### config.mk
export PLATFORM = sky130hd
export DESIGN_NAME = efws_sift_ctrl
export DESIGN_NICKNAME = d
export VERILOG_FILES = /design/src/hw/rtl/efws_pkg.sv /design/src/hw/rtl/efws_sift_ctrl.sv
export SDC_FILE = /design/constraint.sdc
export NUM_CORES = 1
export LEC_CHECK = 0
export BUFFER_PORTS_ARGS = -buffer_cell sky130_fd_sc_hd__buf_2
export CORE_ASPECT_RATIO = 0.7
export CORE_UTILIZATION = 55
export DETAILED_ROUTE_END_ITERATION = 12
export PLACE_DENSITY = 0.82
export REMOVE_ABC_BUFFERS = 1
export SYNTH_ARGS = -nofsm -noshare
export SYNTH_HDL_FRONTEND = slang
export SYNTH_SLANG_ARGS = --single-unit
### constraint.sdc
create_clock -name clk -period 4.5 [get_ports clk]
set_input_delay 0.225 -clock clk [delete_from_list [all_inputs] [get_ports clk]]
set_output_delay 0.225 -clock clk [all_outputs]
set_load 0.005 [all_outputs]
### src/hw/rtl/efws_pkg.sv
// Shared types, constants and helpers for the earliest-free worker scheduler.
package efws_pkg;

    localparam int MAX_WORKERS = 256;
    localparam int ADDR_W      = $clog2(MAX_WORKERS);
    localparam int WORKER_W    = 8;
    localparam int TIME_W      = 63;
    localparam int DUR_W       = 32;
    localparam int COUNT_W     = 9;

    localparam logic [TIME_W-1:0]  TIME_MAX  = {TIME_W{1'b1}};
    localparam logic [COUNT_W-1:0] COUNT_MAX = COUNT_W'(MAX_WORKERS);
    localparam logic [COUNT_W-1:0] COUNT_MIN = COUNT_W'(1);

    // one heap slot: free time, then worker number
    typedef struct packed {
        logic [TIME_W-1:0]   free_time;
        logic [WORKER_W-1:0] worker;
    } entry_t;

    // controller to heap memory
    typedef struct packed {
        logic              clear;
        logic              rd_en;
        logic [ADDR_W-1:0] rd_addr_a;
        logic [ADDR_W-1:0] rd_addr_b;
        logic              wr_en;
        logic [ADDR_W-1:0] wr_addr;
        entry_t            wr_entry;
    } mem_req_t;

    // controller to output register
    typedef struct packed {
        logic                load;
        logic [WORKER_W-1:0] worker;
        logic [TIME_W-1:0]   start_time;
    } result_t;

    // strict heap order: earlier free time first, lower worker on ties
    function automatic logic entry_less(entry_t a, entry_t b);
        logic res;
        if (a.free_time != b.free_time)
            res = (a.free_time < b.free_time);
        else
            res = (a.worker < b.worker);
        return res;
    endfunction

endpackage

### src/hw/rtl/efws_sift_ctrl.sv
// Job sequencer: root read, start-time result, free-time update and sift-down.
module efws_sift_ctrl (
    input  logic                           clk,
    input  logic                           rst_n,
    input  logic                           in_valid,
    output logic                           in_ready,
    input  logic [efws_pkg::DUR_W-1:0]     in_duration,
    input  logic [efws_pkg::COUNT_W-1:0]   worker_count,
    input  logic                           cfg_clear,
    input  logic                           out_free,
    output efws_pkg::result_t              result,
    output efws_pkg::mem_req_t             mem_req,
    input  efws_pkg::entry_t               rd_a,
    input  efws_pkg::entry_t               rd_b
);

    typedef enum logic [1:0] {
        S_IDLE,
        S_ROOT,
        S_SIFT
    } state_t;

    state_t                           state_reg, state_next;
    logic [efws_pkg::ADDR_W-1:0]      pos_reg, pos_next;
    logic [efws_pkg::DUR_W-1:0]       dur_reg, dur_next;
    efws_pkg::entry_t                 item_reg, item_next;

    logic [efws_pkg::TIME_W:0]        sum;
    logic [efws_pkg::TIME_W-1:0]      next_time;
    logic [efws_pkg::ADDR_W+1:0]      left_idx;
    logic [efws_pkg::ADDR_W+1:0]      right_idx;
    logic                             l_ok, r_ok;
    logic                             l_lt_i, r_lt_i, r_lt_l;
    logic                             take_l, take_r;
    logic [efws_pkg::ADDR_W:0]        child_l;

    // saturating free-time update of the root
    always_comb
    begin
        sum       = {1'b0, rd_a.free_time} + (efws_pkg::TIME_W+1)'(dur_reg);
        next_time = sum[efws_pkg::TIME_W] ? efws_pkg::TIME_MAX
                                          : sum[efws_pkg::TIME_W-1:0];
    end

    // child selection at the current level, compares run in parallel
    always_comb
    begin
        left_idx  = {1'b0, pos_reg, 1'b1};
        right_idx = left_idx + 1'b1;
        l_ok      = left_idx  < (efws_pkg::ADDR_W+2)'(worker_count);
        r_ok      = right_idx < (efws_pkg::ADDR_W+2)'(worker_count);
        l_lt_i    = efws_pkg::entry_less(rd_a, item_reg);
        r_lt_i    = efws_pkg::entry_less(rd_b, item_reg);
        r_lt_l    = efws_pkg::entry_less(rd_b, rd_a);
        take_l    = l_ok && l_lt_i;
        take_r    = r_ok && (take_l ? r_lt_l : r_lt_i);
    end

    // next-state and memory request
    always_comb
    begin
        state_next = state_reg;
        pos_next   = pos_reg;
        dur_next   = dur_reg;
        item_next  = item_reg;
        in_ready   = 1'b0;
        result     = '0;
        mem_req    = '0;
        child_l    = '0;
        mem_req.clear = cfg_clear;

        case (state_reg)
            S_IDLE:
            begin
                in_ready = 1'b1;
                if (in_valid)
                begin
                    dur_next          = in_duration;
                    mem_req.rd_en     = 1'b1;
                    mem_req.rd_addr_a = '0;
                    mem_req.rd_addr_b = '0;
                    state_next        = S_ROOT;
                end
            end
            S_ROOT:
            begin
                if (out_free)
                begin
                    result.load         = 1'b1;
                    result.worker       = rd_a.worker;
                    result.start_time   = rd_a.free_time;
                    item_next.free_time = next_time;
                    item_next.worker    = rd_a.worker;
                    pos_next            = '0;
                    mem_req.rd_en       = 1'b1;
                    mem_req.rd_addr_a   = efws_pkg::ADDR_W'(1);
                    mem_req.rd_addr_b   = efws_pkg::ADDR_W'(2);
                    state_next          = S_SIFT;
                end
            end
            S_SIFT:
            begin
                mem_req.wr_en   = 1'b1;
                mem_req.wr_addr = pos_reg;
                if (take_r || take_l)
                begin
                    // promote the smaller child, move down to its slot
                    mem_req.wr_entry = take_r ? rd_b : rd_a;
                    pos_next = take_r ? efws_pkg::ADDR_W'(right_idx)
                                      : efws_pkg::ADDR_W'(left_idx);
                    child_l  = {pos_next, 1'b1};
                    mem_req.rd_en     = 1'b1;
                    mem_req.rd_addr_a = efws_pkg::ADDR_W'(child_l);
                    mem_req.rd_addr_b = efws_pkg::ADDR_W'(child_l + 1'b1);
                end
                else
                begin
                    // item settles here
                    mem_req.wr_entry = item_reg;
                    state_next       = S_IDLE;
                end
            end
            default:
            begin
                state_next = S_IDLE;
            end
        endcase
    end

    // state and control registers
    always_ff @(posedge clk or negedge rst_n)
    begin
        if (!rst_n)
        begin
            state_reg <= S_IDLE;
            pos_reg   <= '0;
        end
        else
        begin
            state_reg <= state_next;
            pos_reg   <= pos_next;
        end
    end

    // payload registers
    always_ff @(posedge clk)
    begin
        dur_reg  <= dur_next;
        item_reg <= item_next;
    end

    // sifting position stays inside the heap
    a_pos_in_heap: assert property (@(posedge clk) disable iff (!rst_n)
        state_reg == S_SIFT |-> (efws_pkg::COUNT_W)'(pos_reg) < worker_count)
        else $error("sift position beyond worker count");

    // each further level moves strictly deeper
    a_pos_descends: assert property (@(posedge clk) disable iff (!rst_n)
        state_reg == S_SIFT && state_next == S_SIFT |=> pos_reg > $past(pos_reg))
        else $error("sift did not move down");

    // an accepted job always reads the root next
    a_accept_root: assert property (@(posedge clk) disable iff (!rst_n)
        in_valid && in_ready |=> state_reg == S_ROOT)
        else $error("accepted job did not reach root read");

    // heap writes only happen while sifting
    a_write_sift: assert property (@(posedge clk) disable iff (!rst_n)
        mem_req.wr_en |-> state_reg == S_SIFT)
        else $error("heap written outside sift");

endmodule

# After elaboration in Yosys (flattened, before gate mapping)
# Cells that the tools add are included.
[classes] n_addsub=3 n_lt_le_gt_ge=8 eq_ne=9 n_mux=22 reduce_logical=9
[op_table] op="< comparator 63 bit" count=3
[op_table] op="!= test 63 bit" count=3
[op_table] op="2-to-1 mux 72 bit" count=2
[op_table] op="2-to-1 mux 71 bit" count=2
[op_table] op="2-to-1 mux 80 bit" count=1
[op_table] op="adder 63 x 32 -> 64 bit" count=1
[op_table] op="2-to-1 mux 17 bit" count=3
[op_table] op="one-hot mux 17 bit (3 select lines)" count=1
[op_table] op="< comparator 8 bit" count=3
[op_table] op="2-to-1 mux 8 bit" count=3
[op_table] op="one-hot mux 8 bit (2 select lines)" count=1
[op_table] op="adder 9 x 1 -> 10 bit, second input constant" count=1
[op_table] op="< comparator 10 x 9 -> 1 bit" count=1
[op_table] op="< comparator 9 bit" count=1
[op_table] op="adder 8 x 1 -> 8 bit, second input constant" count=1
[op_table] op="!= test 2 bit, second input constant" count=4
[op_table] op="2-to-1 mux 2 bit" count=3
[op_table] op="one-hot mux 2 bit (3 select lines)" count=1
[op_table] op="AND reduction 3 bit" count=2
[op_table] op="2-to-1 mux 1 bit" count=5
[op_table] op="AND reduction 2 bit" count=2
[op_table] op="== test 2 x 1 -> 1 bit, second input constant" count=1
[op_table] op="== test 2 bit, second input constant" count=1
[op_table] op="logical AND 1 bit" count=2
[op_table] op="3 further kinds" count=3
[word_totals] register_bits=113 in_bits=188 output_inout_bits=171 word_cells=56

# Logic depth before layout (Yosys ltp)
# Gate-level depths: netlist of run 1.
[depth] ltp_word=9 ltp_mapped=18 mapped_depth_nobuf=15

# Worst setup path after synthesis of run 1
# No wires, ideal clock.
[synth_timing] path_kind="register to output" from="reg item_reg[16] in the netlist's numbering" to="out mem_req[86] in the netlist's numbering" arrival_time_ns=3.743 t_required_ns=4.275 setup_slack_ns=0.532 stages_incl_launch_ff=19 path_buffers=3 path_cell_list="edfxtp_1 inv_1 ha_1 a211oi_1 nor2_1 nor3_1 a21oi_1 a2111oi_0 o211ai_1 a211o_1 buf_2 mux2i_4 clkbuf_1 buf_2 ha_1 nor2_1 mux2i_1 or3_1 a21oi_1"
[synth_lines] item="from (decl)" line="efws_sift_ctrl.sv:26" rtl="efws_pkg::entry_t item_reg, item_next;"
[synth_lines] item="from (signal assigned)" line="efws_sift_ctrl.sv:149" rtl="item_reg <= item_next;"
[synth_lines] item="to (decl)" line="efws_sift_ctrl.sv:12" rtl="output efws_pkg::mem_req_t mem_req,"

==> results of run 1 <==
## worst register-to-register path, stage by stage, from the launching register on
cell,delay [ps]
edfxtp_1,400
ha_1,290
a21o_1,110
a21oi_1,90
o21ai_0,240
a21oi_1,190
o31ai_1,560
and4_1,370
o22ai_1,210
or4_1,890
buf_4,370
o211a_1,150
nor2_1,130
## path summary, 6_finish.rpt
kind                                      start      endpoint  slack [ps]  cells past startpoint
max in group asynchronous                 rst_n    pos_reg[2]        4100                      2
worst max-delay path               item_reg[18]   mem_req[46]          50                     14
worst max register to register       dur_reg[1]  item_reg[38]         370                     12
worst min register to register     state_reg[1]  state_reg[0]         540                      1
worst min-delay path            in_duration[14]   dur_reg[14]          30                      1
min in group asynchronous                 rst_n    pos_reg[5]         190                      2
## cells in the mapped netlist, drive strengths merged, types with 19 or more instances
library cell / number
nor2: 268
a21o: 46
nor3: 19
clkbuf: 47
nand4: 47
nand2: 106
a211oi: 79
buf: 25
o21ai: 61
and2: 19
ha: 260
xnor2: 28
nand3: 53
inv: 174
and3: 21
edfxtp: 103
a21oi: 196
## power by group
part           switching (µW)  leakage (µW)  internal [µW]
clock                     597      0.000276            821
sequential                160       0.00109           1450
combinational            2310       0.00756           1440
## through the flow
stage | setup TNS (ps) | instances | worst slack (ps) | total power (µW) | utilization (%)
3_3_place_gp | 0 | 2382 | 148.8 | 4981 | 64.79
3_5_place_dp | -104.4 | 2382 | -104.4 | 5080 | 64.79
4_1_cts | -77.02 | 2447 | -77.02 | 6550 | 68.80
2_1_floorplan | -218130 | 1673 | -3396 | 3794 | -
6_report | 0 | 2463 | 49.24 | 6782 | 70.03
5_1_grt | -301.6 | 2462 | -48.91 | 7197 | 70.02
## what timing repair did
item / in CTS / in global routing
hold endpoints to repair: 42 / 1
hold buffers: 33 / 1
resized for setup: 14 / 25
endpoints found under the setup margin: 74 / 73
setup buffers: 0 / 13
pin swaps: 0 / 23
gates cloned: 0 / 1
## cell type report
| type | count | area, µm² |
|---|---|---|
| clock inverters | 15 | 161.4 |
| repair buffers | 432 | 2511 |
| fillers | 2028 | 7398 |
| inverters | 174 | 653.1 |
| diodes | 1 | 2.502 |
| flip-flops and latches | 113 | 3344 |
| well taps | 325 | 406.6 |
| clock buffers | 17 | 425.4 |
| multi-input cells | 1386 | 9781 |
## routing by layer
| metal | GRT usage, % | routed length (µm) | vias to the layer above |
|---|---|---|---|
| li1 | - | - | 7065 |
| met1 | 53.00 | 20980 | 7055 |
| met2 | 58.15 | 21840 | 934 |
| met3 | 6.601 | 5521 | 89 |
| met4 | 10.58 | 1167 | 0 |
| met5 | 0 | 0 | - |
## kinds of logic (layout without fill, tap and decap cells)
kind of cell             after synthesis  after routing
AND/OR/NAND/NOR                      591            591
other                                  1              2
AO/OA/AOI/OAI                        471            471
multiplexers                          15             15
buffers and inverters                246            638
XOR/XNOR                              47             47
flip-flops                           113            113
adder cells (fa/ha/maj)              261            261
==> flow_metrics.env, run 1 <==
export IMPL_leakage_uw=0.008918
export IMPL_antenna_left=0
export IMPL_yosys_area_share_adder_pct=23.64
export IMPL_htree_levels=4
export IMPL_coreArea_mm2=0.02468
export IMPL_grt_max_degree=143
export IMPL_async_flop_share_pct=8.850
export IMPL_period_needed_ps=4451
export IMPL_cts_sinks=113
export IMPL_grt_pass1_wl_um=74650
export IMPL_finalCritPeriodShare_pct=98.91
export IMPL_clock_latency_ps=440
export IMPL_synth_edff_count=103
export IMPL_synthSimpleGateAreaFrac_pct=19.67
export IMPL_synth_top_cell_area_share_pct=23.49
export IMPL_port_buffers=355
export IMPL_synth_compound_area_share_pct=21.14
export IMPL_crit_fanout=142
export IMPL_synth_area_leaders="ha_1, edfxtp_1, nor2_1"
export IMPL_finalNetCount=2573
export IMPL_wirelength_um=49510
export IMPL_final_design_area_no_fill_mm2=0.01729
export IMPL_initial_core_util_pct=56.10
export IMPL_ys_ff_latch=113
export IMPL_cp_slowest_stage_delay_ps=540
export IMPL_synth_top_family_by_area="adder cells"
export IMPL_ioPinCount=359
export IMPL_rows=48
export IMPL_drt_iter0_markers=1551
export IMPL_place_gp_congestion=1.000
export IMPL_die_w_um=191.6
export IMPL_rsz0062_at_grt="yes"
export IMPL_run_status="finished, final reports clean"
export IMPL_synth_area_per_cell_um2=7.935
export IMPL_cp_top_family="compound AO/OA/AOI/OAI gates"
export IMPL_area_growth_pct=24.83
export IMPL_grt_pass1_vias=13762
export IMPL_first_pass_iters=8
export IMPL_cts_buffer_depth=2
export IMPL_crit_chain="inv_1 > ha_1 > nand4_1 > nor4_4 > nor3_2 > a21oi_2 > a2111oi_4 > buf_4 > o211ai_1 > a211o_4 > buf_12 > a21oi_1 > a211oi_1 > buf_2"
export IMPL_viasPerCell=6.148
export IMPL_arrival_ps=4230
export IMPL_die_h_um=134.8
export IMPL_wire_per_inst_um=20.10
export IMPL_finalSetupViolCount=0
export IMPL_critPathSlowestCell="a211oi_1"
export IMPL_clock_skew_ps=13.63
export IMPL_critPathRequiredTime_ps=4280
export IMPL_vias=15143
export IMPL_ys_flop_type="edfxtp_1"
export IMPL_synth_xor_area_share_pct=3.072
export IMPL_syn_area_mm2=0.01385
export IMPL_hp_class="in2reg"
export IMPL_cts_made_buffers=17
export IMPL_slew_viol_final=0
export IMPL_synth_seq_area_share_pct=24.14
export IMPL_cap_violations=0
export IMPL_overflow=0
export IMPL_die_area_mm2=0.02583
export IMPL_finalHoldViolCount=0
export IMPL_post_dp_cell_area_mm2=0.01599
export IMPL_yosysUniqueCellTypes=65
export IMPL_worst_pin_slew_ps=872.4
export IMPL_start_kind="flop"
export IMPL_grtUsageTotal_pct=37.37
export IMPL_p_per_area_mw_per_mm2=392.3
export IMPL_path_buf_inv=4
export IMPL_cts_tree="done"
export IMPL_clk_pin_slew_ps=60
export IMPL_fmax_mhz=224.7
export IMPL_drc=0
export IMPL_ys_warn_count=0
export IMPL_yosys_mux_area_fraction_pct=1.256
export IMPL_whs_ps=28.21
export IMPL_synthCells=1745
export IMPL_final_layout_size_suffix_gt1_share_pct=22.27
export IMPL_final_cell_mix="buf_2, nor2_1, ha_1"
export IMPL_worstSetupPathType="reg2out"
export IMPL_clock_root_buffer="clkbuf_16"
export IMPL_slew_headroom_pct=41.84
export IMPL_grt_antenna_before_repair=0
export IMPL_hpwl_um=38190
export IMPL_vdd_ir_drop_max_v=0.0004202
export IMPL_yosysTopAreaCell="ha_1"
export IMPL_largest_reg_flops=71
export IMPL_cp_end_kind="primary output"
export IMPL_layout_commonest_cell="buf_2"
(Power assumes the default switching activity.)
==> run 2: changes to the inputs <==
BUFFER_PORTS_ARGS = default   (was -buffer_cell sky130_fd_sc_hd__buf_2)
CORE_UTILIZATION = 67   (was 55)
DONT_BUFFER_PORTS = 1   (was default)
==> flow_metrics.env, run 2 (synthesized netlist as in run 1, its figures left out) <==
export IMPL_finalNetCount=2268
export IMPL_coreArea_mm2=0.02001
export IMPL_cts_tree="done"
export IMPL_viasPerCell=6.808
export IMPL_startpoint="item_reg[28]"
export IMPL_initial_core_util_pct=69.19
export IMPL_crit_fanout=72
export IMPL_die_area_mm2=0.02126
export IMPL_post_route_util_pct=79.18
export IMPL_crit_chain="inv_1 > ha_1 > a21oi_1 > o21ai_0 > a221oi_2 > o211ai_1 > nand4_1 > o211ai_1 > a211o_4 > mux2i_4 > buf_12 > nor2_1 > a211oi_2 > buf_4"
export IMPL_cp_end_kind="primary output"
export IMPL_grt_antenna_before_repair=0
export IMPL_wirelength_um=47900
export IMPL_rsz0062_at_grt="yes"
export IMPL_min_delay_start="rd_a[68]"
export IMPL_fmax_mhz=223.7
export IMPL_grt_pass1_vias=13105
export IMPL_cp_top_family="compound AO/OA/AOI/OAI gates"
export IMPL_rows=43
export IMPL_power_uw=6602
export IMPL_grt_pass1_wl_um=69570
export IMPL_finalHoldViolCount=0
export IMPL_r2r_end="item_reg[52]"
export IMPL_whs_ps=3.315
export IMPL_slew_viol_final=0
export IMPL_largest_reg_flops=71
export IMPL_clk_pin_slew_ps=70
export IMPL_vdd_ir_drop_max_v=0.0006140
export IMPL_worstSetupPathType="reg2out"
export IMPL_crit_path_frequent_cell="o211ai_1"
export IMPL_arrival_ps=4240
export IMPL_worst_pin_slew_ps=884.0
export IMPL_grt_max_degree=125
export IMPL_cap_violations=0
export IMPL_place_gp_congestion=0.9955
export IMPL_p_per_area_mw_per_mm2=416.6
export IMPL_finalSetupViolCount=0
export IMPL_overflow=0
export IMPL_clock_root_buffer="clkbuf_16"
export IMPL_cp_slowest_stage_delay_ps=430
export IMPL_critPathSlowestCell="edfxtp_1"
export IMPL_reg2reg_slack_ps=400
export IMPL_vias=14310
export IMPL_start_kind="flop"
export IMPL_port_buffers=0
export IMPL_cts_sinks=113
export IMPL_path_buf_inv=3
export IMPL_cts_made_buffers=17
export IMPL_ioPinCount=359
export IMPL_n_antenna_cell=0
export IMPL_wire_per_inst_um=22.79
export IMPL_grtUsageTotal_pct=42.14
export IMPL_htree_levels=4
export IMPL_hold_depth=1
export IMPL_leakage_uw=0.007553
export IMPL_period_needed_ps=4469
export IMPL_die_w_um=173.8
export IMPL_drc=0
export IMPL_hpwl_um=35120
export IMPL_critPathRequiredTime_ps=4280
export IMPL_final_cell_mix="nor2_1, ha_1, a21oi_1"
export IMPL_first_pass_iters=7
export IMPL_run_status="finished, final reports clean"
export IMPL_hp_class="in2reg"
export IMPL_cts_buffer_depth=2
export IMPL_r2r_cells=15
export IMPL_area_growth_pct=14.45
export IMPL_die_h_um=122.3
export IMPL_drt_iter0_markers=1636
export IMPL_nFillCells=1417
export IMPL_hold_end="item_reg[68]"
export IMPL_clock_latency_ps=440
export IMPL_clock_skew_ps=14.22
export IMPL_finalCritPeriodShare_pct=99.32
export IMPL_layout_commonest_cell="nor2_1"
export IMPL_slew_headroom_pct=41.07
export IMPL_antenna_left=0
export IMPL_final_layout_size_suffix_gt1_share_pct=8.570
export IMPL_rr_startpoint="dur_reg[0]"
-- run 2: how the worst max path moves through the flow --
stage                       end  slack (ps)  cells past startpoint
finish              mem_req[18]          30                     14
global route        mem_req[86]         -80                     15
CTS                 mem_req[86]          20                     16
detailed placement  mem_req[86]         220                     13
global placement    mem_req[86]         330                     15
floorplan           mem_req[86]       -3400                     15
-- run 2: layer usage --
metal | up-vias | GRT usage, % | part of all wire, %
li1 | 6475 | - | -
met3 | 180 | 11.28 | 13
met4 | 0 | 16.78 | 3.9
met2 | 1059 | 68.70 | 44
met1 | 6596 | 53.51 | 39
met5 | - | 0 | 0
-- run 2: where the power goes --
part / switching (µW) / internal [µW] / leakage [µW]
clock: 581 / 877 / 0.000292
sequential: 164 / 1450 / 0.00109
combinational: 2200 / 1330 / 0.00618
-- run 2: layout make-up --
type / instances / area (µm²) / area share [%]
multi-input cells: 1386 / 9726 / 61.37
flip-flops and latches: 113 / 3344 / 21.10
repair buffers: 127 / 1176 / 7.421
inverters: 174 / 654.4 / 4.129
clock buffers: 17 / 425.4 / 2.684
well taps: 270 / 337.8 / 2.132
clock inverters: 15 / 183.9 / 1.161
-- run 2: worst reg2reg max path: cells and delay by family (launching register included) --
family | cells | cell delay (ps)
adder cells (fa/ha/maj) | 2 | 590
flip-flops | 1 | 330
AND/OR/NAND/NOR | 4 | 980
AO/OA/AOI/OAI | 6 | 1310
multiplexers | 1 | 300
buffers and inverters | 2 | 340
-- run 2: through the flow --
step           std cells  TNS [ps]  cell area [µm²]  setup WS, ps
2_1_floorplan       1673   -218130            13520         -3396
3_3_place_gp        2007         0            14410         331.8
3_5_place_dp        2007         0            14410         221.6
4_1_cts             2084         0            15520         18.57
5_1_grt             2102    -168.9            15850        -84.78
6_report            2102         0            15850         30.64
-- run 2: timing repair --
action                     4_1_cts  5_1_grt
hold endpoints to repair        54        0
buffers inserted                 0       15
gates cloned                     0        3
resized for setup               10       25
pin swaps                        3       22
hold buffers                    45        0
setup endpoints to repair       36       36
